<file path="src/rtl/utd_pkg.sv">
// Shared types and constants for the UTF-8 to UTF-16 decoder.
`timescale 1ns / 1ps

package utd_pkg;

	// Configuration register indexes
	localparam logic [1:0] CFG_CHAR_LIMIT      = 2'd0;
	localparam logic [1:0] CFG_BYTE_LIMIT      = 2'd1;
	localparam logic [1:0] CFG_OUTPUT_CAPACITY = 2'd2;
	localparam logic [1:0] CFG_COUNT_ONLY      = 2'd3;

	// Completion status codes
	localparam logic [2:0] ST_OK         = 3'd0;
	localparam logic [2:0] ST_NUL        = 3'd1;
	localparam logic [2:0] ST_STRAY_CONT = 3'd2;
	localparam logic [2:0] ST_OVERLONG   = 3'd3;
	localparam logic [2:0] ST_LEAD_RANGE = 3'd4;
	localparam logic [2:0] ST_BYTE_BUDGET = 3'd5;
	localparam logic [2:0] ST_OUT_FULL   = 3'd6;
	localparam logic [2:0] ST_BAD_CONT   = 3'd7;

	localparam logic [7:0] CONT_LO      = 8'h80;
	localparam logic [7:0] CONT_HI      = 8'hBF;
	localparam logic [7:0] LEAD2_LO     = 8'hC2;
	localparam logic [7:0] LEAD3_LO     = 8'hE0;
	localparam logic [7:0] LEAD4_LO     = 8'hF0;
	localparam logic [7:0] LEAD_BAD_LO  = 8'hF5;
	localparam logic [7:0] CONT_MASK    = 8'h3F;
	localparam logic [7:0] LEAD2_MASK   = 8'h1F;
	localparam logic [7:0] LEAD3_MASK   = 8'h0F;
	localparam logic [7:0] LEAD4_MASK   = 8'h07;

	localparam logic [15:0] HI_SURR_BASE = 16'hD800;
	localparam logic [15:0] LO_SURR_BASE = 16'hDC00;
	localparam logic [20:0] SUPP_OFFSET  = 21'h10000;

	typedef struct packed {
		logic [15:0] char_limit;
		logic [15:0] byte_limit;
		logic [15:0] output_capacity;
		logic        count_only;
	} cfg_t;

	typedef struct packed {
		logic [7:0] data_byte;
		logic       first;
	} in_item_t;

	typedef struct packed {
		logic [15:0] unit;
		logic        unit_valid;
		logic        finished;
		logic [2:0]  status;
		logic [15:0] bytes_consumed;
		logic [15:0] units_written;
	} result_t;

endpackage

</file>
<file path="src/rtl/utd_skid.sv">
// Two-entry input skid buffer with registered ready.
`timescale 1ns / 1ps

module utd_skid import utd_pkg::*; (
	input  logic     clk,
	input  logic     arst_n,
	input  logic     up_valid,
	output logic     up_ready,
	input  in_item_t up_item,
	output logic     dn_valid,
	input  logic     dn_ready,
	output in_item_t dn_item
);

	logic     main_valid_q, skid_valid_q;
	in_item_t main_q, skid_q;
	logic     up_take, dn_take;

	assign up_ready = !skid_valid_q;
	assign dn_valid = main_valid_q;
	assign dn_item  = main_q;
	assign up_take  = up_valid && up_ready;
	assign dn_take  = main_valid_q && dn_ready;

	always_ff @(posedge clk or negedge arst_n) begin
		if (!arst_n) begin
			main_valid_q <= 1'b0;
			skid_valid_q <= 1'b0;
		end else begin
			if (up_take) begin
				// park the transfer when the main slot is still held
				if (main_valid_q && !dn_take)
					skid_valid_q <= 1'b1;
				else
					main_valid_q <= 1'b1;
			end else if (dn_take) begin
				if (skid_valid_q)
					skid_valid_q <= 1'b0;
				else
					main_valid_q <= 1'b0;
			end
		end
	end

	always_ff @(posedge clk) begin
		if (up_take) begin
			if (main_valid_q && !dn_take)
				skid_q <= up_item;
			else
				main_q <= up_item;
		end else if (dn_take && skid_valid_q) begin
			main_q <= skid_q;
		end
	end

endmodule

</file>
<file path="src/rtl/utd_core.sv">
// Decode step and result register: one byte per cycle while the result register is free, up to three results per byte.
`timescale 1ns / 1ps

module utd_core import utd_pkg::*; #(
	parameter int COUNT_WIDTH = 16
) (
	input  logic     clk,
	input  logic     arst_n,
	input  cfg_t     cfg,
	input  logic     item_valid,
	output logic     item_ready,
	input  in_item_t item,
	output logic     res_valid,
	input  logic     res_ready,
	output result_t  res,
	output logic     res_last
);

	// decoder state
	logic [1:0]             pend_q;
	logic [20:0]            acc_q;
	logic [15:0]            chars_q;
	logic [17:0]            bytes_q;
	logic [15:0]            space_q;
	logic [COUNT_WIDTH-1:0] cons_q;
	logic [COUNT_WIDTH-1:0] wr_q;
	logic                   done_q;
	logic [2:0]             seq_q;

	logic [1:0]             nx_pend;
	logic [20:0]            nx_acc;
	logic [15:0]            nx_chars;
	logic [17:0]            nx_bytes;
	logic [15:0]            nx_space;
	logic [COUNT_WIDTH-1:0] nx_cons;
	logic [COUNT_WIDTH-1:0] nx_wr;
	logic                   nx_done;
	logic [2:0]             nx_seq;

	result_t                res_nx [3];
	logic [1:0]             n_res;

	// result register, slot 0 drives the port
	result_t                slot_q [3];
	logic [1:0]             cnt_q;

	logic                   accept, take;

	function automatic result_t mk_result(input logic [15:0] u, input logic uv,
			input logic fin, input logic [2:0] st, input logic [COUNT_WIDTH-1:0] c,
			input logic [COUNT_WIDTH-1:0] w);
		result_t r;
		r.unit           = u;
		r.unit_valid     = uv;
		r.finished       = fin;
		r.status         = st;
		r.bytes_consumed = 16'(c);
		r.units_written  = 16'(w);
		return r;
	endfunction

	always_comb begin
		logic [7:0]  b;
		logic        do_complete, do_finish;
		logic [2:0]  len;
		logic [1:0]  need;
		logic [20:0] lead_acc;
		logic [19:0] v;
		logic [1:0]  cost;

		b           = item.data_byte;
		do_complete = 1'b0;
		do_finish   = 1'b0;
		len         = 3'd1;
		need        = 2'd1;
		lead_acc    = '0;
		v           = '0;
		cost        = 2'd1;
		n_res       = 2'd0;
		for (int i = 0; i < 3; i++)
			res_nx[i] = '0;

		nx_pend  = pend_q;
		nx_acc   = acc_q;
		nx_chars = chars_q;
		nx_bytes = bytes_q;
		nx_space = space_q;
		nx_cons  = cons_q;
		nx_wr    = wr_q;
		nx_done  = done_q;
		nx_seq   = seq_q;

		if (item.first) begin
			nx_chars = cfg.char_limit;
			nx_bytes = (cfg.byte_limit != 16'd0) ? {2'b00, cfg.byte_limit}
				: ({2'b00, cfg.char_limit} + {1'b0, cfg.char_limit, 1'b0});
			nx_space = cfg.output_capacity;
			nx_cons  = '0;
			nx_wr    = '0;
			nx_pend  = 2'd0;
			nx_acc   = '0;
			nx_seq   = 3'd0;
			nx_done  = 1'b0;
		end

		if (item.first || !done_q) begin
			if (nx_pend != 2'd0) begin
				if (b < CONT_LO || b > CONT_HI) begin
					res_nx[n_res] = mk_result(16'd0, 1'b0, 1'b1, ST_BAD_CONT, nx_cons, nx_wr);
					n_res   = n_res + 2'd1;
					nx_done = 1'b1;
					nx_pend = 2'd0;
				end else begin
					nx_acc  = {nx_acc[14:0], b[5:0] & CONT_MASK[5:0]};
					nx_cons = nx_cons + 1'b1;
					nx_pend = nx_pend - 2'd1;
					do_complete = (nx_pend == 2'd0);
				end
			end else if (nx_chars == 16'd0 || nx_bytes == 18'd0) begin
				do_finish = 1'b1;
			end else if (b == 8'd0 || (b >= CONT_LO && b <= CONT_HI) || b < LEAD2_LO
					&& b > CONT_HI || b >= LEAD_BAD_LO) begin
				priority if (b == 8'd0)
					res_nx[n_res] = mk_result(16'd0, 1'b0, 1'b1, ST_NUL, nx_cons, nx_wr);
				else if (b <= CONT_HI && b >= CONT_LO)
					res_nx[n_res] = mk_result(16'd0, 1'b0, 1'b1, ST_STRAY_CONT, nx_cons,
						nx_wr);
				else if (b < LEAD2_LO)
					res_nx[n_res] = mk_result(16'd0, 1'b0, 1'b1, ST_OVERLONG, nx_cons, nx_wr);
				else
					res_nx[n_res] = mk_result(16'd0, 1'b0, 1'b1, ST_LEAD_RANGE, nx_cons,
						nx_wr);
				n_res   = n_res + 2'd1;
				nx_done = 1'b1;
				nx_pend = 2'd0;
			end else begin
				priority if (b < CONT_LO) begin
					len = 3'd1; need = 2'd1; lead_acc = {13'd0, b};
				end else if (b < LEAD3_LO) begin
					len = 3'd2; need = 2'd1; lead_acc = {13'd0, b & LEAD2_MASK};
				end else if (b < LEAD4_LO) begin
					len = 3'd3; need = 2'd1; lead_acc = {13'd0, b & LEAD3_MASK};
				end else begin
					len = 3'd4; need = 2'd2; lead_acc = {13'd0, b & LEAD4_MASK};
				end
				nx_acc = lead_acc;
				if (nx_bytes < {15'd0, len}) begin
					res_nx[n_res] = mk_result(16'd0, 1'b0, 1'b1, ST_BYTE_BUDGET, nx_cons,
						nx_wr);
					n_res   = n_res + 2'd1;
					nx_done = 1'b1;
					nx_pend = 2'd0;
				end else if (!cfg.count_only && nx_space < {14'd0, need}) begin
					res_nx[n_res] = mk_result(16'd0, 1'b0, 1'b1, ST_OUT_FULL, nx_cons, nx_wr);
					n_res   = n_res + 2'd1;
					nx_done = 1'b1;
					nx_pend = 2'd0;
				end else begin
					nx_seq  = len;
					nx_cons = nx_cons + 1'b1;
					nx_pend = 2'(len - 3'd1);
					do_complete = (len == 3'd1);
				end
			end
		end

		if (do_complete) begin
			if (!cfg.count_only) begin
				if (nx_seq == 3'd4) begin
					v = 20'(nx_acc - SUPP_OFFSET);
					nx_wr = nx_wr + 1'b1;
					if (nx_space != 16'd0)
						nx_space = nx_space - 16'd1;
					res_nx[n_res] = mk_result(HI_SURR_BASE + {6'd0, v[19:10]}, 1'b1, 1'b0,
						ST_OK, nx_cons, nx_wr);
					n_res = n_res + 2'd1;
					nx_wr = nx_wr + 1'b1;
					if (nx_space != 16'd0)
						nx_space = nx_space - 16'd1;
					res_nx[n_res] = mk_result(LO_SURR_BASE + {6'd0, v[9:0]}, 1'b1, 1'b0,
						ST_OK, nx_cons, nx_wr);
					n_res = n_res + 2'd1;
				end else begin
					nx_wr = nx_wr + 1'b1;
					if (nx_space != 16'd0)
						nx_space = nx_space - 16'd1;
					res_nx[n_res] = mk_result(nx_acc[15:0], 1'b1, 1'b0, ST_OK, nx_cons,
						nx_wr);
					n_res = n_res + 2'd1;
				end
			end
			cost     = (nx_seq == 3'd4) ? 2'd2 : 2'd1;
			nx_chars = (nx_chars >= {14'd0, cost}) ? nx_chars - {14'd0, cost} : 16'd0;
			nx_bytes = (nx_bytes >= {15'd0, nx_seq}) ? nx_bytes - {15'd0, nx_seq} : 18'd0;
			nx_pend  = 2'd0;
			do_finish = (nx_chars == 16'd0 || nx_bytes == 18'd0);
		end

		if (do_finish) begin
			nx_done = 1'b1;
			if (cfg.count_only)
				res_nx[n_res] = mk_result(16'd0, 1'b0, 1'b1, ST_OK, nx_cons, nx_wr);
			else if (nx_space == 16'd0) begin
				res_nx[n_res] = mk_result(16'd0, 1'b0, 1'b1, ST_OUT_FULL, nx_cons, nx_wr);
				nx_pend = 2'd0;
			end else
				res_nx[n_res] = mk_result(16'd0, 1'b1, 1'b1, ST_OK, nx_cons, nx_wr);
			n_res = n_res + 2'd1;
		end
	end

	assign res_valid  = (cnt_q != 2'd0);
	assign res_last   = (cnt_q == 2'd1);
	assign res        = slot_q[0];
	assign take       = res_valid && res_ready;
	// take a byte once the held batch is gone or leaves with this transfer
	assign item_ready = (cnt_q == 2'd0) || (cnt_q == 2'd1 && res_ready);
	assign accept     = item_valid && item_ready;

	always_ff @(posedge clk or negedge arst_n) begin
		if (!arst_n) begin
			pend_q  <= '0;
			acc_q   <= '0;
			chars_q <= '0;
			bytes_q <= '0;
			space_q <= '0;
			cons_q  <= '0;
			wr_q    <= '0;
			done_q  <= 1'b1;
			seq_q   <= '0;
			cnt_q   <= '0;
		end else begin
			if (accept) begin
				pend_q  <= nx_pend;
				acc_q   <= nx_acc;
				chars_q <= nx_chars;
				bytes_q <= nx_bytes;
				space_q <= nx_space;
				cons_q  <= nx_cons;
				wr_q    <= nx_wr;
				done_q  <= nx_done;
				seq_q   <= nx_seq;
			end
			if (accept && n_res != 2'd0)
				cnt_q <= n_res;
			else if (take)
				cnt_q <= cnt_q - 2'd1;
		end
	end

	always_ff @(posedge clk) begin
		if (accept && n_res != 2'd0) begin
			slot_q <= res_nx;
		end else if (take) begin
			// advance the batch by one slot
			slot_q[0] <= slot_q[1];
			slot_q[1] <= slot_q[2];
		end
	end

endmodule

</file>
<file path="src/rtl/utf8_to_utf16_decoder.sv">
// UTF-8 to UTF-16 decoder top level: configuration registers, input skid, decode core.
// Path: a byte passes through the skid register and then the result register, which
// drives the first result of the byte onto the output.
// Throughput: one byte per cycle while each byte yields at most one result and the output
// is ready; a byte that yields k results holds the result register until all k are taken.
// Reset: configuration clears to zero, the decoder goes idle until a byte marked first.
`timescale 1ns / 1ps

module utf8_to_utf16_decoder import utd_pkg::*; #(
	parameter int COUNT_WIDTH = 16
) (
	input  logic        clk,
	input  logic        arst_n,
	input  logic        cfg_valid,
	output logic        cfg_ready,
	input  logic [1:0]  cfg_index,
	input  logic [15:0] cfg_data,
	input  logic        in_valid,
	output logic        in_ready,
	input  logic [7:0]  data_byte,
	input  logic        first,
	output logic        out_valid,
	input  logic        out_ready,
	output logic [15:0] unit,
	output logic        unit_valid,
	output logic        finished,
	output logic [2:0]  status,
	output logic [15:0] bytes_consumed,
	output logic [15:0] units_written,
	output logic        last
);

	cfg_t     cfg_q;
	in_item_t up_item, core_item;
	logic     core_valid, core_ready;
	result_t  res;

	assign cfg_ready = 1'b1;

	always_ff @(posedge clk or negedge arst_n) begin
		if (!arst_n) begin
			cfg_q <= '0;
		end else if (cfg_valid && cfg_ready) begin
			unique case (cfg_index)
				CFG_CHAR_LIMIT:      cfg_q.char_limit      <= cfg_data;
				CFG_BYTE_LIMIT:      cfg_q.byte_limit      <= cfg_data;
				CFG_OUTPUT_CAPACITY: cfg_q.output_capacity <= cfg_data;
				CFG_COUNT_ONLY:      cfg_q.count_only      <= cfg_data[0];
			endcase
		end
	end

	assign up_item.data_byte = data_byte;
	assign up_item.first     = first;

	utd_skid u_skid (
		.clk      (clk),
		.arst_n   (arst_n),
		.up_valid (in_valid),
		.up_ready (in_ready),
		.up_item  (up_item),
		.dn_valid (core_valid),
		.dn_ready (core_ready),
		.dn_item  (core_item)
	);

	utd_core #(
		.COUNT_WIDTH (COUNT_WIDTH)
	) u_core (
		.clk        (clk),
		.arst_n     (arst_n),
		.cfg        (cfg_q),
		.item_valid (core_valid),
		.item_ready (core_ready),
		.item       (core_item),
		.res_valid  (out_valid),
		.res_ready  (out_ready),
		.res        (res),
		.res_last   (last)
	);

	assign unit           = res.unit;
	assign unit_valid     = res.unit_valid;
	assign finished       = res.finished;
	assign status         = res.status;
	assign bytes_consumed = res.bytes_consumed;
	assign units_written  = res.units_written;

endmodule
</file>
<file path="config.mk">
export PLATFORM = sky130hd
export DESIGN_NAME = utf8_to_utf16_decoder
export DESIGN_NICKNAME = d
export VERILOG_FILES = /design/src/rtl/utd_pkg.sv /design/src/rtl/utd_skid.sv /design/src/rtl/utd_core.sv /design/src/rtl/utf8_to_utf16_decoder.sv
export SDC_FILE = /design/constraint.sdc
export NUM_CORES = 1
export LEC_CHECK = 0
export ABC_CLOCK_PERIOD_IN_PS = 14320
export BUFFER_PORTS_ARGS = -buffer_cell sky130_fd_sc_hd__clkbuf_2
export CORE_UTILIZATION = 48
export CTS_BUF_LIST = sky130_fd_sc_hd__clkbuf_16
export DETAILED_ROUTE_END_ITERATION = 16
export SETUP_SLACK_MARGIN = 0.05
export SLEW_MARGIN = 20
export SYNTH_ARGS = -nofsm -noshare
export SYNTH_HDL_FRONTEND = slang
export SYNTH_HIERARCHICAL = 1
export SYNTH_SLANG_ARGS = --single-unit
export TNS_END_PERCENT = 100
</file>
<file path="constraint.sdc">
create_clock -name clk -period 14.32 [get_ports clk]
set_input_delay 0.716 -clock clk [delete_from_list [all_inputs] [get_ports clk]]
set_output_delay 0.716 -clock clk [all_outputs]
set_load 0.03 [all_outputs]
</file>
==> results.json <==
{
  "critPathMaxStageDelay_ps": 700,
  "tightestPinTransition_ps": 938,
  "ir_drop_v": 0.000122,
  "postSynthCellCount": 2375,
  "layout_common_cells": "nand2_1 (324), o21ai_0 (225), nor2_1 (218)",
  "grt_pass1_vias": 17000,
  "power_switching_mw": 2.51,
  "cts_tree": "built",
  "dp_slack_ps": 3530,
  "track_usage_pct": 26.8,
  "start_util_pct": 48.6,
  "max_freq_mhz": 91.7,
  "fin_util_pct": 52.6,
  "slew_viol_final": 0,
  "hpwl_um": 42200,
  "period_share_pct": 76.2,
  "worst_path_max_delay_cell": "clkinv_1",
  "instances_no_fill": 2977,
  "final_common_cell": "nand2_1",
  "finalSetupTns_ps": 0,
  "hold_path.class": "in2async",
  "clkLatencyLatePin_ps": 570,
  "grt_pass1_wl_um": 95700,
  "worstPathArrival_ps": 11340,
  "cts_sinks": 329,
  "synth-edff-count": 168,
  "place_congestion": 0.936,
  "p_int_mw": 2.95,
  "layout_min_cycle_time_ps": 10910,
  "numCtsBuffers": 38,
  "power.density_mw_per_mm2": 234,
  "endpoint_kind": "flop",
  "cts_hold_buf": 0,
  "fin_area_mm2": 0.0233,
  "cts_resized": 0,
  "drc": 0,
  "layout-drive-gt1-share_pct": 12.8,
  "num_vias": 18000,
  "syn-cell-area_mm2": 0.0215,
  "ys_warn_count": 6,
  "finalPower_mw": 5.45,
  "grt_max_degree": 146,
  "detail_route.wl_per_cell_um": 20.3,
  "n_antenna_cell": 0,
  "antenna_found_initial": 0,
  "start_kind": "flop",
  "io_buffers": 87,
  "p_sw_share_pct": 46.0,
  "maxCapViolCount": 0,
  "fin_skew_ps": 26.1,
  "dr.pass1.iters": 6,
  "cts-root-buf": "clkbuf_16",
  "seqPwrFrac_pct": 31.3,
  "netlist-cell-type-count": 104,
  "rsz0062_at_grt": "false",
  "path_class": "reg2reg",
  "antenna_left": 0,
  "path_buf_inv": 10,
  "synth-seq-cells": 329,
  "wirelength_um": 60400,
  "fin_ws_ps": 3410,
  "cts_buffer_depth": 3,
  "synth_seq_area_share_pct": 42.3,
  "viasPerCell": 6.06,
  "pwr-share-clk_pct": 18.6,
  "drt_iter0_drc": 1763,
  "crit_fanout": 145,
  "cpMostUsedCell": "buf_4",
  "max-slew-margin-rel_pct": 37.5,
  "whs_ps": 253,
  "postCtsSetupBuffers": 0,
  "p_comb_share_pct": 50.0,
  "syn-mean-instance-area_um2": 9.04,
  "fillCellCount": 4116,
  "area_delta_synth_final_pct": 8.35,
  "dieArea_mm2": 0.0456,
  "hold_violations": 0,
  "cpLargestDelayFamily": "buffers and inverters",
  "async_flop_share_pct": 48.9,
  "status": "finished clean",
  "finalSetupViolations": 0,
  "path_clk_slew_ps": 60,
  "dpl_cell_area_mm2": 0.0220,
  "cellLeakagePower_nw": 9.01,
  "die_w_um": 214,
  "cts_max_level": 2,
  "placed_cells": 2908,
  "worstPathRequired_ps": 14750,
  "ios": 89,
  "finalNetCount": 2438,
  "core_mm2": 0.0442,
  "fp-row-count": 77,
  "grt.overflow.total": 0,
  "synth_ff_type": "edfxtp_1",
  "die_height_um": 214
}
==> path summary, 6_finish.rpt <==
check,start,endpoint,slack [ps],depth (start not counted)
min in group clk,data_byte[3],u_skid/skid_q[4],360,1
max in group asynchronous,arst_n,u_core/chars_q[8],12580,2
worst min-delay path,arst_n,cfg_q[47],250,1
worst min register to register,u_core/chars_q[10],u_core/chars_q[10],480,2
worst max register to register,u_skid/dn_item[0],u_core/cnt_q[1],3410,31
worst max-delay path,u_skid/dn_item[0],u_core/cnt_q[1],3410,31
==> cell usage after synthesis (10+ instances only) <==
cell	instances	area, um^2
a211oi_1	17	128
a21o_1	19	143
a21oi_1	152	761
a22o_1	20	175
a22oi_1	12	90.1
a31oi_1	54	338
and2_1	15	93.8
and3_1	28	175
and4_1	11	96.3
buf_1	12	45.0
buf_2	16	80.1
buf_4	58	435
clkbuf_1	89	334
dfrtp_1	160	4000
edfxtp_1	168	5040
ha_1	47	588
inv_1	47	176
mux2_2	74	833
mux2i_1	35	350
nand2_1	326	1220
nand2b_1	13	81.3
nand3_1	42	210
nand4_1	26	163
nor2_1	220	826
nor2b_1	19	119
nor3_1	69	345
nor3b_1	17	128
nor4_1	18	113
o211ai_1	16	120
o21a_1	10	75.1
o21ai_0	225	1130
o22ai_1	19	119
o31ai_1	31	233
or2_2	14	87.6
or3_1	22	138
xnor2_1	37	324
xor2_1	29	254
==> layout make-up <==
class | instances | area [um^2] | area share [%]
Clock buffer | 39 | 976 | 4.19
Inverter | 53 | 199 | 0.855
Clock inverter | 30 | 322 | 1.38
Multi-Input combinational cell | 1822 | 11300 | 48.6
Timing Repair Buffer | 112 | 642 | 2.76
Sequential cell | 329 | 9070 | 39.0
Tap cell | 592 | 741 | 3.18
==> cells by family (layout without fill, tap and decap cells) <==
| group | after synthesis | after routing | share of synthesized area, % |
|---|---|---|---|
| AND/OR/NAND/NOR | 880 | 880 | 19.6 |
| AO/OA/AOI/OAI | 688 | 688 | 20.2 |
| flip-flops | 329 | 329 | 42.3 |
| buffers and inverters | 234 | 234 | 5.42 |
| multiplexers | 125 | 125 | 6.70 |
| XOR/XNOR | 67 | 67 | 2.77 |
| adder cells (fa/ha/maj) | 50 | 50 | 3.02 |
| other | 2 | 12 | 0.0350 |
==> state kept, by name, indices dropped and copies added, names as in the netlist <==
name,cells
cfg_q,49
u_core/acc_q,20
u_core/bytes_q,18
u_core/chars_q,16
u_core/cnt_q,2
u_core/cons_q,16
u_core/done_q,1
u_core/pend_q,2
u_core/res,53
u_core/seq_q,3
u_core/slot_q,97
u_core/space_q,16
u_core/wr_q,16
u_skid/dn_item,9
u_skid/dn_valid,1
u_skid/skid_q,9
u_skid/skid_valid_q,1
==> power by group through the flow <==
stage               clock network (mW)  logic [mW]  registers, mW
floorplan                            0        2.14           1.64
global placement                     0        2.66           1.72
detailed placement                   0        2.70           1.72
CTS                               1.04        2.71           1.71
global route                      1.08        3.01           1.76
finish                            1.02        2.73           1.71
==> per-layer routing <==
layer	vias up	part of all wire [%]	track usage [%]
li1	8671	-	-
met1	8668	46	37.1
met2	596	45	42.2
met3	99	6.0	4.77
met4	0	3.0	9.19
met5	-	0	0
Note: power is estimated with default switching activity, not from simulation.
